File: src/hdl/scancode_to_ascii_keyboard_fifo_top_defines.svh
// Assertion helpers for the keyboard decoder modules.
`ifndef SCANCODE_TO_ASCII_KEYBOARD_FIFO_TOP_DEFINES_SVH
`define SCANCODE_TO_ASCII_KEYBOARD_FIFO_TOP_DEFINES_SVH

// Same-cycle implication, disabled while reset is asserted.
`define SCD_ASSERT_IMPL(label, clk, rst_n, ante, cons) \
    label: assert property (@(posedge clk) disable iff (!rst_n) (ante) |-> (cons)) \
        else $error("assertion failed");

// Next-cycle implication, disabled while reset is asserted.
`define SCD_ASSERT_NEXT(label, clk, rst_n, ante, cons) \
    label: assert property (@(posedge clk) disable iff (!rst_n) (ante) |=> (cons)) \
        else $error("assertion failed");

`endif

File: src/hdl/scd_pkg.sv
`timescale 1ns / 1ps

package scd_pkg;

    localparam int RING_DEPTH = 256;
    localparam int RING_AW    = (RING_DEPTH > 1) ? $clog2(RING_DEPTH) : 1;

    localparam int OQ_DEPTH = 4;
    localparam int OQ_AW    = $clog2(OQ_DEPTH);
    localparam int OQ_CW    = $clog2(OQ_DEPTH + 1);

    localparam logic FUNC_SCAN = 1'b0;
    localparam logic FUNC_READ = 1'b1;

    localparam logic [6:0] SC_LSHIFT = 7'h2A;
    localparam logic [6:0] SC_RSHIFT = 7'h36;
    localparam logic [6:0] SC_CTRL   = 7'h1D;
    localparam logic [6:0] SC_ALT    = 7'h38;
    localparam logic [6:0] CASE_GAP  = 7'd32;
    localparam logic [6:0] CHAR_LO_A = 7'h61;
    localparam logic [6:0] CHAR_LO_Z = 7'h7A;

    typedef logic [RING_AW-1:0] t_ring_ptr;

    typedef struct packed {
        logic       func;
        logic [6:0] code;
        logic [6:0] ascii;
        logic       pressed;
        logic       shift;
        logic       ctrl;
        logic       alt;
        logic       event_mode;
        logic       do_push;
    } t_op;

    typedef struct packed {
        logic [6:0] key_code;
        logic [6:0] ascii_char;
        logic       key_pressed;
        logic       shift_held;
        logic       ctrl_held;
        logic       alt_held;
        logic       event_delivered;
        logic       push_dropped;
        logic [6:0] read_char;
        logic       read_empty;
    } t_result;

    function automatic t_ring_ptr ring_next(input t_ring_ptr p);
        return (p == RING_AW'(RING_DEPTH - 1)) ? '0 : t_ring_ptr'(p + 1'b1);
    endfunction

    // US layout, scancode set 1, unshifted.
    function automatic logic [6:0] us_map(input logic [6:0] code);
        logic [6:0] ch;
        case (code)
            7'h01: ch = 7'h1B;
            7'h02: ch = 7'h31;
            7'h03: ch = 7'h32;
            7'h04: ch = 7'h33;
            7'h05: ch = 7'h34;
            7'h06: ch = 7'h35;
            7'h07: ch = 7'h36;
            7'h08: ch = 7'h37;
            7'h09: ch = 7'h38;
            7'h0A: ch = 7'h39;
            7'h0B: ch = 7'h30;
            7'h0C: ch = 7'h2D;
            7'h0D: ch = 7'h3D;
            7'h0E: ch = 7'h08;
            7'h0F: ch = 7'h09;
            7'h10: ch = 7'h71;
            7'h11: ch = 7'h77;
            7'h12: ch = 7'h65;
            7'h13: ch = 7'h72;
            7'h14: ch = 7'h74;
            7'h15: ch = 7'h79;
            7'h16: ch = 7'h75;
            7'h17: ch = 7'h69;
            7'h18: ch = 7'h6F;
            7'h19: ch = 7'h70;
            7'h1A: ch = 7'h5B;
            7'h1B: ch = 7'h5D;
            7'h1C: ch = 7'h0A;
            7'h1E: ch = 7'h61;
            7'h1F: ch = 7'h73;
            7'h20: ch = 7'h64;
            7'h21: ch = 7'h66;
            7'h22: ch = 7'h67;
            7'h23: ch = 7'h68;
            7'h24: ch = 7'h6A;
            7'h25: ch = 7'h6B;
            7'h26: ch = 7'h6C;
            7'h27: ch = 7'h3B;
            7'h28: ch = 7'h27;
            7'h29: ch = 7'h60;
            7'h2B: ch = 7'h5C;
            7'h2C: ch = 7'h7A;
            7'h2D: ch = 7'h78;
            7'h2E: ch = 7'h63;
            7'h2F: ch = 7'h76;
            7'h30: ch = 7'h62;
            7'h31: ch = 7'h6E;
            7'h32: ch = 7'h6D;
            7'h33: ch = 7'h2C;
            7'h34: ch = 7'h2E;
            7'h35: ch = 7'h2F;
            7'h37: ch = 7'h2A;
            7'h39: ch = 7'h20;
            7'h4A: ch = 7'h2D;
            7'h4E: ch = 7'h2B;
            default: ch = 7'h00;
        endcase
        return ch;
    endfunction

endpackage

File: src/hdl/scd_front.sv
`timescale 1ns / 1ps

module scd_front import scd_pkg::*; (
    input  logic       i_clk,
    input  logic       i_rst_n,
    input  logic       i_cfg_we,
    input  logic       i_cfg_wdata,
    input  logic       i_push,
    output logic       o_full,
    input  logic       i_func,
    input  logic [7:0] i_scan_byte,
    output logic       o_op_valid,
    output t_op        o_op,
    input  logic       i_op_pop
);

    logic       r_event_mode;
    logic       r_shift, r_ctrl, r_alt;
    logic       n_shift, n_ctrl, n_alt;
    t_op        r_q [2];
    logic       r_qwp, r_qrp;
    logic [1:0] r_qcnt;
    logic       w_accept;
    logic       w_pressed;
    logic [6:0] w_code;
    logic [6:0] w_base;
    logic [6:0] w_ascii;
    t_op        w_op;

    assign o_full     = (r_qcnt == 2'd2);
    assign w_accept   = i_push && !o_full;
    assign o_op_valid = (r_qcnt != 2'd0);
    assign o_op       = r_q[r_qrp];

    assign w_code    = i_scan_byte[6:0];
    assign w_pressed = ~i_scan_byte[7];

    always_comb begin
        n_shift = r_shift;
        n_ctrl  = r_ctrl;
        n_alt   = r_alt;
        if (i_func == FUNC_SCAN) begin
            if (w_code == SC_LSHIFT || w_code == SC_RSHIFT) begin
                n_shift = w_pressed;
            end else if (w_code == SC_CTRL) begin
                n_ctrl = w_pressed;
            end else if (w_code == SC_ALT) begin
                n_alt = w_pressed;
            end
        end
    end

    always_comb begin
        w_base  = us_map(w_code);
        w_ascii = w_base;
        if (n_shift && w_base >= CHAR_LO_A && w_base <= CHAR_LO_Z) begin
            w_ascii = w_base - CASE_GAP;
        end
        w_op.func       = i_func;
        w_op.code       = w_code;
        w_op.ascii      = w_ascii;
        w_op.pressed    = w_pressed;
        w_op.shift      = n_shift;
        w_op.ctrl       = n_ctrl;
        w_op.alt        = n_alt;
        w_op.event_mode = r_event_mode;
        w_op.do_push    = !r_event_mode && w_pressed && (w_ascii != 7'd0);
    end

    always_ff @(posedge i_clk) begin
        if (!i_rst_n) begin
            r_event_mode <= 1'b0;
            r_shift      <= 1'b0;
            r_ctrl       <= 1'b0;
            r_alt        <= 1'b0;
            r_qwp        <= 1'b0;
            r_qrp        <= 1'b0;
            r_qcnt       <= 2'd0;
        end else begin
            if (i_cfg_we) begin
                r_event_mode <= i_cfg_wdata;
            end
            if (w_accept) begin
                r_shift <= n_shift;
                r_ctrl  <= n_ctrl;
                r_alt   <= n_alt;
                r_qwp   <= ~r_qwp;
            end
            if (i_op_pop && o_op_valid) begin
                r_qrp <= ~r_qrp;
            end
            r_qcnt <= r_qcnt + {1'b0, w_accept} - {1'b0, i_op_pop && o_op_valid};
        end
    end

    always_ff @(posedge i_clk) begin
        if (w_accept) begin
            r_q[r_qwp] <= w_op;
        end
    end

endmodule

File: src/hdl/scd_back.sv
`timescale 1ns / 1ps

`include "scancode_to_ascii_keyboard_fifo_top_defines.svh"

module scd_back import scd_pkg::*; (
    input  logic    i_clk,
    input  logic    i_rst_n,
    input  logic    i_op_valid,
    input  t_op     i_op,
    output logic    o_op_pop,
    output logic    o_empty,
    input  logic    i_pop,
    output t_result o_result
);

    logic [6:0]       r_ring [RING_DEPTH];
    t_ring_ptr        r_wptr, r_rptr;
    logic [6:0]       r_rd_data;
    logic             r_s2_valid;
    logic             r_s2_use_rd;
    t_result          r_s2;
    t_result          n_s2;
    t_result          r_oq [OQ_DEPTH];
    logic [OQ_AW-1:0] r_owp, r_orp;
    logic [OQ_CW-1:0] r_ocnt;
    logic             w_room;
    logic             w_issue;
    logic             w_ring_empty;
    logic             w_ring_full;
    logic             w_do_write;
    logic             w_do_read;
    logic             w_read_on_empty;
    logic             w_out_pop;
    t_result          w_s2_out;

    assign w_room       = (r_ocnt + OQ_CW'(r_s2_valid)) < OQ_CW'(OQ_DEPTH);
    assign w_issue      = i_op_valid && w_room;
    assign o_op_pop     = w_issue;
    assign w_ring_empty = (r_rptr == r_wptr);
    assign w_ring_full  = (ring_next(r_wptr) == r_rptr);
    assign w_do_write   = w_issue && (i_op.func == FUNC_SCAN) && i_op.do_push && !w_ring_full;
    assign w_do_read    = w_issue && (i_op.func == FUNC_READ) && !w_ring_empty;
    assign w_read_on_empty = w_issue && (i_op.func == FUNC_READ) && w_ring_empty;

    always_comb begin
        n_s2            = '0;
        n_s2.shift_held = i_op.shift;
        n_s2.ctrl_held  = i_op.ctrl;
        n_s2.alt_held   = i_op.alt;
        if (i_op.func == FUNC_SCAN) begin
            n_s2.key_code        = i_op.code;
            n_s2.ascii_char      = i_op.ascii;
            n_s2.key_pressed     = i_op.pressed;
            n_s2.event_delivered = i_op.event_mode;
            n_s2.push_dropped    = i_op.do_push && w_ring_full;
        end else begin
            n_s2.read_empty = w_ring_empty;
        end
    end

    always_ff @(posedge i_clk) begin
        if (!i_rst_n) begin
            r_wptr     <= '0;
            r_rptr     <= '0;
            r_s2_valid <= 1'b0;
            r_owp      <= '0;
            r_orp      <= '0;
            r_ocnt     <= '0;
        end else begin
            r_s2_valid <= w_issue;
            if (w_do_write) begin
                r_wptr <= ring_next(r_wptr);
            end
            if (w_do_read) begin
                r_rptr <= ring_next(r_rptr);
            end
            if (r_s2_valid) begin
                r_owp <= r_owp + 1'b1;
            end
            if (w_out_pop) begin
                r_orp <= r_orp + 1'b1;
            end
            r_ocnt <= r_ocnt + OQ_CW'(r_s2_valid) - OQ_CW'(w_out_pop);
        end
    end

    always_ff @(posedge i_clk) begin
        if (w_do_write) begin
            r_ring[r_wptr] <= i_op.ascii;
        end
    end

    always_ff @(posedge i_clk) begin
        if (w_do_read) begin
            r_rd_data <= r_ring[r_rptr];
        end
    end

    always_ff @(posedge i_clk) begin
        if (w_issue) begin
            r_s2        <= n_s2;
            r_s2_use_rd <= w_do_read;
        end
    end

    always_comb begin
        w_s2_out           = r_s2;
        w_s2_out.read_char = r_s2_use_rd ? r_rd_data : 7'd0;
    end

    always_ff @(posedge i_clk) begin
        if (r_s2_valid) begin
            r_oq[r_owp] <= w_s2_out;
        end
    end

    assign o_empty   = (r_ocnt == '0);
    assign w_out_pop = i_pop && !o_empty;
    assign o_result  = r_oq[r_orp];

    `SCD_ASSERT_IMPL(a_s2_has_room, i_clk, i_rst_n, r_s2_valid, r_ocnt < OQ_CW'(OQ_DEPTH))
    `SCD_ASSERT_NEXT(a_push_fills_ring, i_clk, i_rst_n, w_do_write, r_wptr != r_rptr)
    `SCD_ASSERT_NEXT(a_empty_read_holds, i_clk, i_rst_n, w_read_on_empty, $stable(r_rptr))
    `SCD_ASSERT_NEXT(a_empty_read_flag, i_clk, i_rst_n, w_read_on_empty, r_s2.read_empty)

endmodule

File: src/hdl/scancode_to_ascii_keyboard_fifo_top.sv
`timescale 1ns / 1ps

// Keyboard scancode decoder with a character buffer, set 1 codes, US layout.
// Requests enter through push/full with i_func and i_scan_byte: a scancode
// (func 0) updates the shift, ctrl and alt flags and is translated to ASCII;
// a read (func 1) pops one buffered character or reports the buffer empty.
// Every request yields exactly one result, delivered in order through
// empty/pop; the oldest result sits on the o_ ports while empty is low.
// i_cfg_we/i_cfg_wdata write the event mode bit; in buffer mode printable
// presses go into a 256-entry ring that keeps one slot free.
// Throughput is one request per cycle while full is low; decode happens as the
// request is queued, then the ring step and the result stage are each registered.
// When pop is held low, results collect in a four-entry output queue and a
// two-entry request queue; full rises once both are taken up.
// Reset clears the flags, the ring pointers, event mode and both queues.
module scancode_to_ascii_keyboard_fifo_top import scd_pkg::*; (
    input  logic       i_clk,
    input  logic       i_rst_n,
    input  logic       i_cfg_we,
    input  logic       i_cfg_wdata,
    input  logic       push,
    output logic       full,
    input  logic       i_func,
    input  logic [7:0] i_scan_byte,
    output logic       empty,
    input  logic       pop,
    output logic [6:0] o_key_code,
    output logic [6:0] o_ascii_char,
    output logic       o_key_pressed,
    output logic       o_shift_held,
    output logic       o_ctrl_held,
    output logic       o_alt_held,
    output logic       o_event_delivered,
    output logic       o_push_dropped,
    output logic [6:0] o_read_char,
    output logic       o_read_empty
);

    logic    w_op_valid;
    logic    w_op_pop;
    t_op     w_op;
    t_result w_result;

    scd_front u_front (
        .i_clk       (i_clk),
        .i_rst_n     (i_rst_n),
        .i_cfg_we    (i_cfg_we),
        .i_cfg_wdata (i_cfg_wdata),
        .i_push      (push),
        .o_full      (full),
        .i_func      (i_func),
        .i_scan_byte (i_scan_byte),
        .o_op_valid  (w_op_valid),
        .o_op        (w_op),
        .i_op_pop    (w_op_pop)
    );

    scd_back u_back (
        .i_clk      (i_clk),
        .i_rst_n    (i_rst_n),
        .i_op_valid (w_op_valid),
        .i_op       (w_op),
        .o_op_pop   (w_op_pop),
        .o_empty    (empty),
        .i_pop      (pop),
        .o_result   (w_result)
    );

    assign o_key_code        = w_result.key_code;
    assign o_ascii_char      = w_result.ascii_char;
    assign o_key_pressed     = w_result.key_pressed;
    assign o_shift_held      = w_result.shift_held;
    assign o_ctrl_held       = w_result.ctrl_held;
    assign o_alt_held        = w_result.alt_held;
    assign o_event_delivered = w_result.event_delivered;
    assign o_push_dropped    = w_result.push_dropped;
    assign o_read_char       = w_result.read_char;
    assign o_read_empty      = w_result.read_empty;

endmodule

File: config.mk
export PLATFORM = sky130hd
export DESIGN_NAME = scancode_to_ascii_keyboard_fifo_top
export DESIGN_NICKNAME = d
export VERILOG_FILES = /design/src/hdl/scd_pkg.sv /design/src/hdl/scd_front.sv /design/src/hdl/scd_back.sv /design/src/hdl/scancode_to_ascii_keyboard_fifo_top.sv
export VERILOG_INCLUDE_DIRS = /design/src /design/src/hdl
export SDC_FILE = /design/constraint.sdc
export NUM_CORES = 2
export LEC_CHECK = 0
export ABC_AREA = 1
export BUFFER_PORTS_ARGS = -buffer_cell sky130_fd_sc_hd__buf_2
export CORE_UTILIZATION = 40
export CTS_CLUSTER_DIAMETER = 200
export DETAILED_ROUTE_END_ITERATION = 12
export PLACE_DENSITY = 0.53
export SYNTH_ARGS = -nofsm -noshare
export SYNTH_HDL_FRONTEND = slang
export SYNTH_SLANG_ARGS = --single-unit
File: constraint.sdc
create_clock -name i_clk -period 6.8 [get_ports i_clk]
set_clock_uncertainty 0.1 [all_clocks]
set_input_delay 1.36 -clock i_clk [delete_from_list [all_inputs] [get_ports i_clk]]
set_output_delay 1.36 -clock i_clk [all_outputs]
set_load 0.05 [all_outputs]
==> flow_summary.yaml <==
status:
  status: "finished with violations"
  violations: "design-rule violations"
clock_tree:
  hold_buffers: 0
  cts_resized: 0
  clkSlewWorstSetupHoldPaths_ns: 0.06
  cts_tree: "yes"
  cts-htree-levels: 4
  cts_buffers: 208
  clockBufferDepth: 3
  ctsRootBufferMaster: "clkbuf_16"
  cts_setup_buffers: 0
  clock_sinks: 2010
  clkLatencyLatePin_ns: 0.87
routing:
  drt_iter0_markers: 5144
  drc: 22
  ant_nets: 0
  wl_mm: 223.8
  firstDrtPassIters: 10
  viasPerCell: 5.629
  drt-wirelength-per-cell_um: 24.91
  dr_total_vias: 50580
grt:
  grt_util_met1: 0.3021
  global_route.usage.met3: 0.03642
  overflow: 0
  grt_pass1_wl_mm: 330.2
  met2_usage: 0.3457
  grt_pass1_vias: 49410
  grt_util_all_layers: 0.2160
  grt_max_degree: 189
  antenna_found_initial: 3
  grt-busiest-layer: "met2"
finish:
  area_growth_pct: 11.38
  finalInstanceArea_um2: 89950
  final_util: 0.4492
  fin_nets: 6207
  final_common_cell: "edfxtp_1"
  fillers: 18150
  layout.area.seq_um2: 60020
  final-instance-count-excl-fill: 8985
  multi_input_area_um2: 18510
  layout_common_cells: "edfxtp_1 (1975), nor2_1 (1237), o21ai_0 (996)"
  drive_gt1_frac: 0.08503
critical_path:
  r2r_slack_ns: 2.15
  critPathLaunchType: "flip-flop"
  r2r-start: "u_back.r_s2_valid"
  arrival_ns: 5.03
  cp_slowest_stage_delay_ns: 0.76
  crit_required_ns: 7.17
  endpoint_kind: "flip-flop"
  path_buf_inv: 3
  path_cells: "ha_1 > ha_1 > xor2_1 > a21oi_4 > buf_4 > inv_1 > nor2_1 > nand2_8 > inv_6 > nand2_2 > nor2_1"
  cp_top_family: "simple AND/OR/NAND/NOR gates"
  path_depth: 11
  crit_path_max_fanout: 28
  r2r_end: "u_back.r_ring[11][3]"
  path_class: "reg -> reg"
  r2r_cells: 11
  slowest_stage: "nor2_1"
sta:
  fin_crit_sh: 0.6844
  slew_headroom: 0.1657
  worstMarginPinSlew_ns: 1.251
  setup_viol: 0
  tns_ns: 0
  whs_ns: 0.3503
  rsz0062_at_grt: "false"
  hold_violations: 0
  setup_slack_ns: 2.146
  slew_violations: 0
  fin_crit_ns: 4.654
  fmax_mhz: 214.9
run:
  cap_violations: 0
pwr:
  vdd_ir_drop_max_uv: 345.8
  pwr-share-seq: 0.431
  p_leak_nw: 28.64
  pwr-share-clk: 0.300
  p_switching_mw: 13.03
  finalPower_mw: 37.16
  p_sw_frac: 0.3508
  p_comb_frac: 0.269
  power.density_nw_per_um2: 413.1
  p_int_mw: 24.12
floorplanning:
  fp.dieArea_um2: 203700
  core-area_um2: 200300
  io_pins: 45
  rows: 164
  initial_core_util: 0.4033
  die_w_um: 451.3
  die_y_um: 451.3
synthesis:
  netlist_area_um2: 80760
  ys_ff_latch: 2010
  yosysUniqueCellTypes: 47
  synth_edf_count: 1975
  syn-num-nets: 6331
  synthCells: 6289
  synth.avg_cell_area_um2: 12.84
  ys_seq_area_frac: 0.7430
  yosys_most_used_dff: "edfxtp_1"
  async_flop_share: 0
  yosys_warnings: 0
worst_hold_path:
  hp-class: "reg -> reg"
  min_from: "u_front.r_qrp"
  min_path_cells: 1
place:
  gp_congestion: 0.8369
  dp_cells: 8611
  hpwlAfterDp_mm: 121.9
  dpl_cell_area_um2: 83330
  post-place-ws_ns: 2.130
  io_buffers: 44
[kinds of logic after synthesis]
family | count (synthesis) | synth area share
muxes | 12 | 0.001673
DFF | 2010 | 0.7430
buffers and inverters | 563 | 0.02837
xor gates and xnor gates | 19 | 0.002060
adders and majority gates | 27 | 0.004183
AOI/OAI and AO/OA | 1600 | 0.1140
and+or+nand+nor | 2058 | 0.1067
[power by group through the flow]
stage               logic, mW  clock network, mW  registers [mW]
floorplan                6.00                  0            16.5
global placement         10.0                  0            16.3
detailed placement       10.0                  0            16.3
CTS                      10.0               11.3            16.0
global route             10.9               11.8            16.0
finish                   10.0               11.1            16.0
[state kept, by name (all words and copies together), names as in the netlist, 2 cells and up, named ones only]
| register | count |
|---|---|
| u_back.r_ocnt | 3 |
| u_back.r_oq | 112 |
| u_back.r_orp | 2 |
| u_back.r_owp | 2 |
| u_back.r_rd_data | 7 |
| u_back.r_ring | 1792 |
| u_back.r_rptr | 8 |
| u_back.r_s2 | 21 |
| u_back.r_wptr | 8 |
| u_front.r_q | 42 |
| u_front.r_qcnt | 2 |
[area by class of cell]
class | count | share of cell area
Sequential cell | 2010 | 0.6672
Clock buffer | 256 | 0.06009
Timing Repair Buffer | 111 | 0.01054
Tap cell | 2656 | 0.03694
Antenna cell | 2 | 0.00005564
Inverter | 118 | 0.005814
Multi-Input combinational cell | 3716 | 0.2058
Clock inverter | 116 | 0.01352
[per-layer routing]
layer / up-vias / part of all wire
li1: 23060 / -
met1: 25370 / 0.44
met2: 1805 / 0.47
met3: 347 / 0.067
met4: 2 / 0.027
met5: - / 0.000058
[worst reg2reg max path: stages (launching register included)]
cell and delay [ns]:
dfxtp_1 0.36, ha_1 0.20, ha_1 0.19, xor2_1 0.21
a21oi_4 0.13, buf_4 0.36, inv_1 0.11, nor2_1 0.54
nand2_8 0.15, inv_6 0.41, nand2_2 0.73, nor2_1 0.80
[synth_stat cells (2+ instances only)]
cell type	n	area, µm²
buf_1	9	33.78
nand2_1	414	1554
buf_6	6	67.56
o221ai_1	174	1524
o211ai_1	54	405.4
nor2_1	1241	4658
clkbuf_1	394	1479
o21ai_0	997	4990
nand3_2	2	20.02
buf_2	26	130.1
inv_1	108	405.4
nand3_1	245	1226
nand2_4	3	33.78
nand2_8	11	220.2
mux2_2	12	135.1
nor3_1	5	25.02
inv_2	5	18.77
nand3b_1	2	15.01
a221oi_1	3	26.28
nor2_2	80	500.5
o21ai_1	2	10.01
xor2_1	12	105.1
a21oi_1	74	370.4
xnor2_1	7	61.31
dfxtp_1	35	700.7
buf_4	3	22.52
nand2_2	4	25.02
a31oi_1	2	12.51
edfxtp_1	1975	59310
o22ai_1	289	1808
ha_1	27	337.8
nor4_1	4	25.02
buf_8	6	90.09
nand4_1	42	262.8
clkinv_1	4	15.01
[worst max path at each step]
stage | startpoint | to
2_1_floorplan | flip-flop | u_back.r_ring[0][0]
3_3_place_gp | u_back.r_s2_valid | u_back.r_ring[11][4]
3_5_place_dp | u_back.r_s2_valid | u_back.r_ring[11][3]
4_1_cts | u_back.r_s2_valid | u_back.r_ring[11][0]
5_1_grt | u_back.r_s2_valid | u_back.r_ring[11][2]
6_report | u_back.r_s2_valid | u_back.r_ring[11][3]
Note: power is estimated with default switching activity, not from simulation.
